==> src/sv/rc4_keystream_xor_sum_unit_assert.svh <==
// Assertion helpers, clocked on clk_i and disabled while rst_ni is low.
`ifndef RC4_KEYSTREAM_XOR_SUM_UNIT_ASSERT_SVH
`define RC4_KEYSTREAM_XOR_SUM_UNIT_ASSERT_SVH

// same-cycle implication
`define RC4KS_ASSERT_NOW(lbl, ante, cons, msg) \
  lbl: assert property (@(posedge clk_i) disable iff (!rst_ni) (ante) |-> (cons)) \
    else $error(msg);

// next-cycle implication
`define RC4KS_ASSERT_NXT(lbl, ante, cons, msg) \
  lbl: assert property (@(posedge clk_i) disable iff (!rst_ni) (ante) |=> (cons)) \
    else $error(msg);

`endif

==> src/sv/rc4ks_pkg.sv <==
`timescale 1ns / 1ps
package rc4ks_pkg;

  localparam int unsigned KEY_LENGTH = 19;
  localparam int unsigned PHRASE_LEN = 19;
  localparam logic [8*PHRASE_LEN-1:0] KEY_PHRASE = "prettygoodkeyphrase";

  localparam int unsigned SBOX_DEPTH = 256;
  localparam int unsigned BYTE_W     = 8;
  localparam int unsigned SUM_W      = 32;

  typedef enum logic [3:0] {
    OP_NONE,
    OP_START,   // capture word, clear indices and sum
    OP_CAP,     // capture word
    OP_INIT,    // S[i] = i
    OP_K1,
    OP_K2,
    OP_K3,
    OP_K4,
    OP_P1,
    OP_P2,
    OP_P3,
    OP_P4,
    OP_P5,
    OP_P6
  } op_e;

  typedef struct packed {
    op_e  op;
    logic load_out;
  } cmd_t;

  typedef struct packed {
    logic cnt_last;  // i == 255
    logic last;      // captured word is final
  } sts_t;

  // key ROM; positions past the phrase read as zero
  function automatic logic [7:0] key_byte(input logic [7:0] idx);
    logic [7:0] b;
    b = 8'h00;
    if (int'(idx) < PHRASE_LEN) begin
      b = KEY_PHRASE[8*(PHRASE_LEN-1-int'(idx)) +: 8];
    end
    return b;
  endfunction

endpackage

==> src/sv/rc4ks_ram.sv <==
`timescale 1ns / 1ps
module rc4ks_ram #(
  parameter int unsigned Width = rc4ks_pkg::BYTE_W,
  parameter int unsigned Depth = rc4ks_pkg::SBOX_DEPTH
) (
  input  logic                     clk_i,
  input  logic                     we_i,
  input  logic [$clog2(Depth)-1:0] waddr_i,
  input  logic [Width-1:0]         wdata_i,
  input  logic [$clog2(Depth)-1:0] raddr_i,
  output logic [Width-1:0]         rdata_o
);

  logic [Width-1:0] mem_q [Depth];
  logic [Width-1:0] rdata_q;

  always_ff @(posedge clk_i) begin
    if (we_i) begin
      mem_q[waddr_i] <= wdata_i;
    end
    rdata_q <= mem_q[raddr_i];
  end

  assign rdata_o = rdata_q;

endmodule

==> src/sv/rc4ks_dp.sv <==
`timescale 1ns / 1ps
module rc4ks_dp #(
  parameter int unsigned KeyLength = rc4ks_pkg::KEY_LENGTH
) (
  input  logic                        clk_i,
  input  logic                        rst_ni,
  input  rc4ks_pkg::cmd_t             cmd_i,
  input  logic [7:0]                  byte_i,
  input  logic                        last_i,
  output rc4ks_pkg::sts_t             sts_o,
  output logic [rc4ks_pkg::SUM_W-1:0] checksum_o
);

  logic [7:0] i_q, i_d, j_q, j_d, k_q, k_d;
  logic [7:0] si_q, si_d, sj_q, sj_d;
  logic [7:0] byte_q;
  logic       last_q;
  logic [rc4ks_pkg::SUM_W-1:0] sum_q, sum_d, out_q, sum_next;

  logic       we;
  logic [7:0] waddr, wdata, raddr, rdata;
  logic [7:0] acc;

  rc4ks_ram #(
    .Width(rc4ks_pkg::BYTE_W),
    .Depth(rc4ks_pkg::SBOX_DEPTH)
  ) u_sbox (
    .clk_i  (clk_i),
    .we_i   (we),
    .waddr_i(waddr),
    .wdata_i(wdata),
    .raddr_i(raddr),
    .rdata_o(rdata)
  );

  assign acc      = j_q + rdata + rc4ks_pkg::key_byte(k_q);
  assign sum_next = sum_q + {24'h000000, byte_q ^ rdata};

  always_comb begin
    i_d   = i_q;
    j_d   = j_q;
    k_d   = k_q;
    si_d  = si_q;
    sj_d  = sj_q;
    sum_d = sum_q;
    we    = 1'b0;
    waddr = i_q;
    wdata = rdata;
    raddr = i_q;
    case (cmd_i.op)
      rc4ks_pkg::OP_START: begin
        i_d   = 8'h00;
        j_d   = 8'h00;
        k_d   = 8'h00;
        sum_d = '0;
      end
      rc4ks_pkg::OP_INIT: begin
        we    = 1'b1;
        wdata = i_q;
        i_d   = i_q + 8'h01;
      end
      rc4ks_pkg::OP_K1: begin
        raddr = i_q;
      end
      rc4ks_pkg::OP_K2: begin
        si_d  = rdata;
        j_d   = acc;
        raddr = acc;
      end
      rc4ks_pkg::OP_K3, rc4ks_pkg::OP_P3: begin
        sj_d  = rdata;
        we    = 1'b1;
        waddr = i_q;
        wdata = rdata;
      end
      rc4ks_pkg::OP_K4: begin
        we    = 1'b1;
        waddr = j_q;
        wdata = si_q;
        i_d   = i_q + 8'h01;
        k_d   = (k_q == 8'(KeyLength - 1)) ? 8'h00 : k_q + 8'h01;
        // schedule done: generation starts from j = 0
        if (i_q == 8'hff) begin
          j_d = 8'h00;
        end
      end
      rc4ks_pkg::OP_P1: begin
        i_d   = i_q + 8'h01;
        raddr = i_q + 8'h01;
      end
      rc4ks_pkg::OP_P2: begin
        si_d  = rdata;
        j_d   = j_q + rdata;
        raddr = j_q + rdata;
      end
      rc4ks_pkg::OP_P4: begin
        we    = 1'b1;
        waddr = j_q;
        wdata = si_q;
      end
      rc4ks_pkg::OP_P5: begin
        // S[i] + S[j] after the swap equals the pre-swap sum
        raddr = si_q + sj_q;
      end
      rc4ks_pkg::OP_P6: begin
        sum_d = sum_next;
      end
      default: begin
      end
    endcase
  end

  always_ff @(posedge clk_i or negedge rst_ni) begin
    if (!rst_ni) begin
      i_q   <= '0;
      j_q   <= '0;
      k_q   <= '0;
      sum_q <= '0;
    end else begin
      i_q   <= i_d;
      j_q   <= j_d;
      k_q   <= k_d;
      sum_q <= sum_d;
    end
  end

  always_ff @(posedge clk_i) begin
    si_q <= si_d;
    sj_q <= sj_d;
    if (cmd_i.op == rc4ks_pkg::OP_START || cmd_i.op == rc4ks_pkg::OP_CAP) begin
      byte_q <= byte_i;
      last_q <= last_i;
    end
    if (cmd_i.load_out) begin
      out_q <= sum_next;
    end
  end

  assign sts_o.cnt_last = (i_q == 8'hff);
  assign sts_o.last     = last_q;
  assign checksum_o     = out_q;

endmodule

==> src/sv/rc4ks_ctrl.sv <==
`timescale 1ns / 1ps
`include "rc4_keystream_xor_sum_unit_assert.svh"
module rc4ks_ctrl (
  input  logic            clk_i,
  input  logic            rst_ni,
  input  logic            s_valid_i,
  output logic            s_ready_o,
  input  logic            m_ready_i,
  output logic            m_valid_o,
  input  rc4ks_pkg::sts_t sts_i,
  output rc4ks_pkg::cmd_t cmd_o
);

  localparam logic [3:0] ST_IDLE = 4'd0;
  localparam logic [3:0] ST_INIT = 4'd1;
  localparam logic [3:0] ST_K1   = 4'd2;
  localparam logic [3:0] ST_K2   = 4'd3;
  localparam logic [3:0] ST_K3   = 4'd4;
  localparam logic [3:0] ST_K4   = 4'd5;
  localparam logic [3:0] ST_P1   = 4'd6;
  localparam logic [3:0] ST_P2   = 4'd7;
  localparam logic [3:0] ST_P3   = 4'd8;
  localparam logic [3:0] ST_P4   = 4'd9;
  localparam logic [3:0] ST_P5   = 4'd10;
  localparam logic [3:0] ST_P6   = 4'd11;

  logic [3:0] state_q, state_d;
  logic       in_msg_q, in_msg_d;
  logic       out_valid_q, out_valid_d;
  logic       accept, out_busy, set_out;

  assign accept   = s_valid_i && (state_q == ST_IDLE);
  assign out_busy = out_valid_q && !m_ready_i;

  always_comb begin
    state_d         = state_q;
    in_msg_d        = in_msg_q;
    set_out         = 1'b0;
    cmd_o.op        = rc4ks_pkg::OP_NONE;
    cmd_o.load_out  = 1'b0;
    case (state_q)
      ST_IDLE: begin
        if (accept) begin
          if (!in_msg_q) begin
            cmd_o.op = rc4ks_pkg::OP_START;
            in_msg_d = 1'b1;
            state_d  = ST_INIT;
          end else begin
            cmd_o.op = rc4ks_pkg::OP_CAP;
            state_d  = ST_P1;
          end
        end
      end
      ST_INIT: begin
        cmd_o.op = rc4ks_pkg::OP_INIT;
        if (sts_i.cnt_last) begin
          state_d = ST_K1;
        end
      end
      ST_K1: begin
        cmd_o.op = rc4ks_pkg::OP_K1;
        state_d  = ST_K2;
      end
      ST_K2: begin
        cmd_o.op = rc4ks_pkg::OP_K2;
        state_d  = ST_K3;
      end
      ST_K3: begin
        cmd_o.op = rc4ks_pkg::OP_K3;
        state_d  = ST_K4;
      end
      ST_K4: begin
        cmd_o.op = rc4ks_pkg::OP_K4;
        state_d  = sts_i.cnt_last ? ST_P1 : ST_K1;
      end
      ST_P1: begin
        cmd_o.op = rc4ks_pkg::OP_P1;
        state_d  = ST_P2;
      end
      ST_P2: begin
        cmd_o.op = rc4ks_pkg::OP_P2;
        state_d  = ST_P3;
      end
      ST_P3: begin
        cmd_o.op = rc4ks_pkg::OP_P3;
        state_d  = ST_P4;
      end
      ST_P4: begin
        cmd_o.op = rc4ks_pkg::OP_P4;
        state_d  = ST_P5;
      end
      ST_P5: begin
        cmd_o.op = rc4ks_pkg::OP_P5;
        state_d  = ST_P6;
      end
      ST_P6: begin
        // a final word waits here until the previous checksum is taken
        if (!(sts_i.last && out_busy)) begin
          cmd_o.op       = rc4ks_pkg::OP_P6;
          cmd_o.load_out = sts_i.last;
          set_out        = sts_i.last;
          if (sts_i.last) begin
            in_msg_d = 1'b0;
          end
          state_d = ST_IDLE;
        end else begin
          // keep the keystream byte on the RAM output while waiting
          cmd_o.op = rc4ks_pkg::OP_P5;
        end
      end
      default: begin
        state_d = ST_IDLE;
      end
    endcase
  end

  assign out_valid_d = (out_valid_q && !m_ready_i) || set_out;

  always_ff @(posedge clk_i or negedge rst_ni) begin
    if (!rst_ni) begin
      state_q     <= ST_IDLE;
      in_msg_q    <= 1'b0;
      out_valid_q <= 1'b0;
    end else begin
      state_q     <= state_d;
      in_msg_q    <= in_msg_d;
      out_valid_q <= out_valid_d;
    end
  end

  assign s_ready_o = (state_q == ST_IDLE);
  assign m_valid_o = out_valid_q;

  `RC4KS_ASSERT_NXT(a_start_runs_sched, accept && !in_msg_q, state_q == ST_INIT && in_msg_q,
    "first word of a message must start the key schedule")
  `RC4KS_ASSERT_NXT(a_sched_to_gen, state_q == ST_K4 && sts_i.cnt_last, state_q == ST_P1,
    "key schedule must hand over to generation")
  `RC4KS_ASSERT_NXT(a_final_closes, state_q == ST_P6 && sts_i.last && !out_busy,
    !in_msg_q && out_valid_q, "final word must emit and close the message")
  `RC4KS_ASSERT_NXT(a_final_waits, state_q == ST_P6 && sts_i.last && out_busy,
    state_q == ST_P6 && out_valid_q, "final word must wait for a pending checksum")
  `RC4KS_ASSERT_NOW(a_busy_in_msg, state_q != ST_IDLE, in_msg_q,
    "work in progress outside a message")

endmodule

==> src/sv/rc4_keystream_xor_sum_unit.sv <==
`timescale 1ns / 1ps
// channel  | dir | signals                   | payload
// s_axis   | in  | tvalid tready tdata tlast | tdata[7:0] data_byte, tlast last_byte
// m_axis   | out | tvalid tready tdata       | tdata[31:0] checksum
//
// Each byte is an accept plus six steps on the S-box RAM (one write, one read port).
// The first byte of a message adds an S-box fill of 256 entries and the key
// schedule (four RAM steps per entry) before those steps.
// Reset is asynchronous; the S-box is not cleared, the schedule rewrites it.
// A held checksum does not block input; only a later final byte waits for it.
module rc4_keystream_xor_sum_unit #(
  parameter int unsigned KeyLength = rc4ks_pkg::KEY_LENGTH
) (
  input  logic        clk_i,
  input  logic        rst_ni,
  input  logic        s_axis_tvalid,
  output logic        s_axis_tready,
  input  logic [7:0]  s_axis_tdata,   // [7:0] data_byte
  input  logic        s_axis_tlast,   // last_byte
  output logic        m_axis_tvalid,
  input  logic        m_axis_tready,
  output logic [31:0] m_axis_tdata    // [31:0] checksum
);

  rc4ks_pkg::cmd_t cmd;
  rc4ks_pkg::sts_t sts;

  rc4ks_ctrl u_ctrl (
    .clk_i    (clk_i),
    .rst_ni   (rst_ni),
    .s_valid_i(s_axis_tvalid),
    .s_ready_o(s_axis_tready),
    .m_ready_i(m_axis_tready),
    .m_valid_o(m_axis_tvalid),
    .sts_i    (sts),
    .cmd_o    (cmd)
  );

  rc4ks_dp #(
    .KeyLength(KeyLength)
  ) u_dp (
    .clk_i     (clk_i),
    .rst_ni    (rst_ni),
    .cmd_i     (cmd),
    .byte_i    (s_axis_tdata),
    .last_i    (s_axis_tlast),
    .sts_o     (sts),
    .checksum_o(m_axis_tdata)
  );

endmodule
==> config.mk <==
export PLATFORM = sky130hd
export DESIGN_NAME = rc4_keystream_xor_sum_unit
export DESIGN_NICKNAME = d
export VERILOG_FILES = /design/src/sv/rc4ks_pkg.sv /design/src/sv/rc4ks_ram.sv /design/src/sv/rc4ks_dp.sv /design/src/sv/rc4ks_ctrl.sv /design/src/sv/rc4_keystream_xor_sum_unit.sv
export VERILOG_INCLUDE_DIRS = /design/src /design/src/sv
export SDC_FILE = /design/constraint.sdc
export NUM_CORES = 2
export LEC_CHECK = 0
export ABC_CLOCK_PERIOD_IN_PS = 19700
export BUFFER_PORTS_ARGS = -buffer_cell sky130_fd_sc_hd__buf_4
export CAP_MARGIN = 20
export CORE_MARGIN = 2
export CORE_UTILIZATION = 40
export CTS_CLUSTER_SIZE = 16
export DETAILED_ROUTE_END_ITERATION = 10
export GPL_TIMING_DRIVEN = 0
export PLACE_DENSITY = 0.58
export SLEW_MARGIN = 20
export SYNTH_ARGS = -nofsm -noshare
export SYNTH_HDL_FRONTEND = slang
export SYNTH_SLANG_ARGS = --single-unit
==> constraint.sdc <==
create_clock -name clk_i -period 19.7 [get_ports clk_i]
set_input_delay 3.94 -clock clk_i [delete_from_list [all_inputs] [get_ports clk_i]]
set_output_delay 3.94 -clock clk_i [all_outputs]
set_load 0.005 [all_outputs]
==> Flow_metrics.wiki <==
{| class="wikitable"
! Metric !! Value
|-
| Status || complete, no violations
|-
| Synthesized area per cell || 14.39 sq um
|-
| Quantity of gates resized following cts || 0
|-
| Standard cell core area || ~220000 sq um
|-
| Area contributors post-synth || sky130_fd_sc_hd__edfxtp_1 70%, sky130_fd_sc_hd__mux2i_1 5.3%, sky130_fd_sc_hd__nand2_1 4.9%, sky130_fd_sc_hd__nand3_1 2.6%, sky130_fd_sc_hd__mux4_2 2.0%
|-
| Post-route clock period utilization || around 54%
|-
| Number of H-tree branching levels || 4
|-
| Register clock-pin slew on the reported worst setup and hold paths || ~0.060 ns
|-
| Weighted congestion at the end of routability-driven global placement || ~1.1
|-
| Full die area || 229300 sq um
|-
| Endpoint, Worst Hold || u_dp.sum_q[31]$_DFFE_PN0P_
|-
| Overall die width || about 480 um
|-
| Synth Net Count || 6317
|-
| GR Overflow Total || 0
|-
| Number of failing setup endpoints in the final timing report || 0
|-
| Fill cell instance count of the final layout || 19500
|-
| Dominant cell by count in the synthesized netlist || sky130_fd_sc_hd__edfxtp_1
|-
| Flip-flop cell with the highest count after synthesis || sky130_fd_sc_hd__edfxtp_1
|-
| GR Util All Layers || 35.04%
|-
| Nets || 6709
|-
| Instance count along the most critical hold path || 1
|-
| Worst hold path class || reg -> reg
|-
| Shortest period the worst path allows || roughly 11 ns
|-
| Clock tree from TritonCTS || built
|-
| Critical Path Source Type || primary input
|-
| Final max-slew violation count || 0
|-
| Input/output buffers || 46
|-
| Required time of the worst setup path || 20.45 ns
|-
| Worst-path maximum fanout || 10
|-
| Number of rows created at floorplan || 174
|-
| Setup repair after global routing missed its margin || no
|-
| WS Path Type || in -> reg
|-
| Top post-synthesis cells by count || 2105 x sky130_fd_sc_hd__edfxtp_1, 1172 x sky130_fd_sc_hd__nand2_1, 475 x sky130_fd_sc_hd__mux2i_1
|-
| Final hold violations || 0
|-
| Number of clock buffers inserted by TritonCTS || 221
|-
| Number of distinct library cells after synthesis || between 90 and 100
|-
| Number of antenna violations at the first check in global routing || 32
|-
| R2R setup slack || 9.61 ns
|-
| Portion of the post-synthesis area used by sequential elements || slightly above 70%
|-
| Via count of the first global-routing pass || ~57000
|-
| Synthesized instance count || between 6000 and 7000
|-
| End of the worst register-to-register path || u_dp.u_sbox.rdata_o[6]$_DFF_P_
|-
| Fmax || between 90 and 100 MHz
|-
| First DRT Iteration DRCs || around 13000
|-
| Detailed Place HPWL || 288000 um
|-
| Data arrival at the endpoint of the critical path || approximately 11 ns
|-
| DR WL/cell || roughly 42 um
|-
| Sink Count || roughly 2200
|-
| IO Count || 47
|-
| Max-Slew Margin vs Limit || 8.006%
|-
| # Max-Cap Violations || 0
|-
| Largest net degree at the start of global routing || 63
|-
| Router iterations before antenna repair || 10
|-
| Element type at the critical path end || flop
|-
| Setup TNS Final || 0 ns
|-
| Synthesis-to-finish area growth || 16.17%
|-
| Syn. warnings || 0
|-
| Critical hold path startpoint || u_dp.sum_q[31]$_DFFE_PN0P_
|-
| Post-Route WL || 410300 um
|-
| Reg-to-reg startpoint || u_dp.k_q[0]$_DFFE_PN0P_
|-
| Post-Syn Area || approximately 90000 sq um
|-
| Initial Utilization || 40.18%
|-
| Top cell type's share of synthesized area || a little over two thirds
|-
| Number of design rule violations left after detail routing || 0
|-
| Post-route ant nets || 0
|-
| Worst-Margin Slew || about 1.4 ns
|-
| Path depth of the worst reg2reg path || 23
|-
| Vias after detailed routing || between 60000 and 70000
|-
| Number of buffers inserted by hold repair at cts || 0
|-
| Vias per inst || between 6 and 7
|-
| Share of cells above drive strength 1 || 14.57%
|-
| Master cell of the clock root buffer || sky130_fd_sc_hd__clkbuf_16
|-
| Die extent in y || 478.9 um
|-
| Clock latency on the worst-skew pair || between 0.9 and 1 ns
|-
| Maximum clock path buffer count || 3
|-
| Proportion of synthesized flip-flops having asynchronous set or reset || under 10%
|-
| Post-CTS setup repair buffer count || 0
|-
| Post-synthesis register bit count || 2175
|-
| Post-synth EDFFs || ~2100
|-
| Global-route wire length before repair || 531800 um
|-
| Setup Skew || 0.07487 ns
|-
| Library cell with the largest summed area after synthesis || sky130_fd_sc_hd__edfxtp_1
|}
-- through the flow --
stage	util, %	hold WS [ns]	area (sq um)	setup slack, ns	instances
after CTS	46.64	0.5236	104700	10.10	9841
after detailed placement	43.40	0.5160	97410	9.229	9427
final	46.68	0.5218	104800	9.014	9860
after floorplan	-	0.4713	90190	6.064	6268
after global placement	42.00	0.4830	94280	-9.662	9306
after global routing	46.66	0.5464	104700	9.625	9844
-- layout by cell type, fill, tap and decap left out, drive strengths merged, types with 32 or more instances in the layout --
cell    count
buf       441
mux4       83
edfxtp   2105
nor2      325
and3       85
mux2       33
o22ai      92
dfrtp      62
a311oi     62
mux2i     475
nor3       32
a31oi      71
ha         32
nand3     462
clkinv    101
a22oi      32
a21oi     170
clkbuf    404
nand2    1174
o21ai     140
-- metal layers --
layer | up-vias | global-route usage [%] | wire length [um]
li1 | 24630 | - | -
met1 | 31940 | 44.12 | 145800
met2 | 5256 | 49.19 | 169000
met3 | 1219 | 13.47 | 59720
met4 | 10 | 25.32 | 35720
met5 | - | 0 | 64
-- critical path: stages --
cell                       delay (ns)
sky130_fd_sc_hd__buf_4           0.14
sky130_fd_sc_hd__and3b_1         0.23
sky130_fd_sc_hd__buf_6           0.15
sky130_fd_sc_hd__o221ai_2        0.23
sky130_fd_sc_hd__a221oi_2        0.98
sky130_fd_sc_hd__nand2_1         0.56
sky130_fd_sc_hd__buf_2           0.50
sky130_fd_sc_hd__buf_2           0.42
sky130_fd_sc_hd__clkbuf_2        0.62
sky130_fd_sc_hd__a311oi_1        1.22
sky130_fd_sc_hd__o21ai_0         0.69
sky130_fd_sc_hd__a22oi_1         0.32
sky130_fd_sc_hd__nand4_1         0.48
sky130_fd_sc_hd__o211ai_1        0.82
-- worst max path at each step --
stage                                        from                             endpoint  slack (ns)  cells after the start
detailed placement                  m_axis_tready       u_dp.u_sbox.rdata_o[6]$_DFF_P_        9.23                     14
finish                              m_axis_tready       u_dp.u_sbox.rdata_o[6]$_DFF_P_        9.01                     14
floorplan           u_ctrl.state_q[1]$_DFFE_PN0P_    u_dp.u_sbox.mem_q[0][0]$_DFFE_PP_        6.06                      7
CTS                                 m_axis_tready       u_dp.u_sbox.rdata_o[6]$_DFF_P_       10.10                     14
global placement    u_ctrl.state_q[1]$_DFFE_PN0P_  u_dp.u_sbox.mem_q[125][1]$_DFFE_PP_       -9.66                      7
global route                        m_axis_tready       u_dp.u_sbox.rdata_o[6]$_DFF_P_        9.62                     14
-- cells by family (layout without fill, tap and decap cells) --
logic type / after synthesis / count (layout) / share of synthesized area [%]
other cells: 0 / 17 / 0
xor+xnor: 59 / 59 / 0.5729
simple gates: 2170 / 2170 / 10.31
flops: 2175 / 2175 / 71.98
fa+ha+maj: 36 / 36 / 0.5327
compound gates: 813 / 813 / 6.072
mux: 591 / 591 / 7.760
buf+inv: 424 / 1007 / 2.769
-- flip-flops by register name, summed over array words and instances (netlist names), 4 cells and up --
name and flops:
u_ctrl.state_q 4, u_dp.k_q 8, u_dp.u_sbox.mem_q 2048, u_dp.sj_q 8, u_dp.checksum_o 32, u_dp.i_q 8
u_dp.u_sbox.rdata_o 8, u_dp.si_q 8, u_dp.j_q 8, u_dp.byte_q 8, u_dp.sum_q 32
-- area by class of cell --
| cell class | instances | area, sq um | area share (%) |
|---|---|---|---|
| antenna | 17 | 42.54 | 0.04060 |
| inverter | 22 | 82.58 | 0.07881 |
| clock inverter | 139 | 1494 | 1.426 |
| sequential | 2175 | 64920 | 61.96 |
| clock buffer | 275 | 5786 | 5.522 |
| tap | 2992 | 3744 | 3.573 |
| buffer | 402 | 2487 | 2.374 |
| timing repair buffer | 169 | 3169 | 3.025 |
| multi-input combinational | 3669 | 23050 | 22.00 |
Power is not shown: default switching activity piles up to over one toggle a cycle in this logic, so the estimate is an artifact.
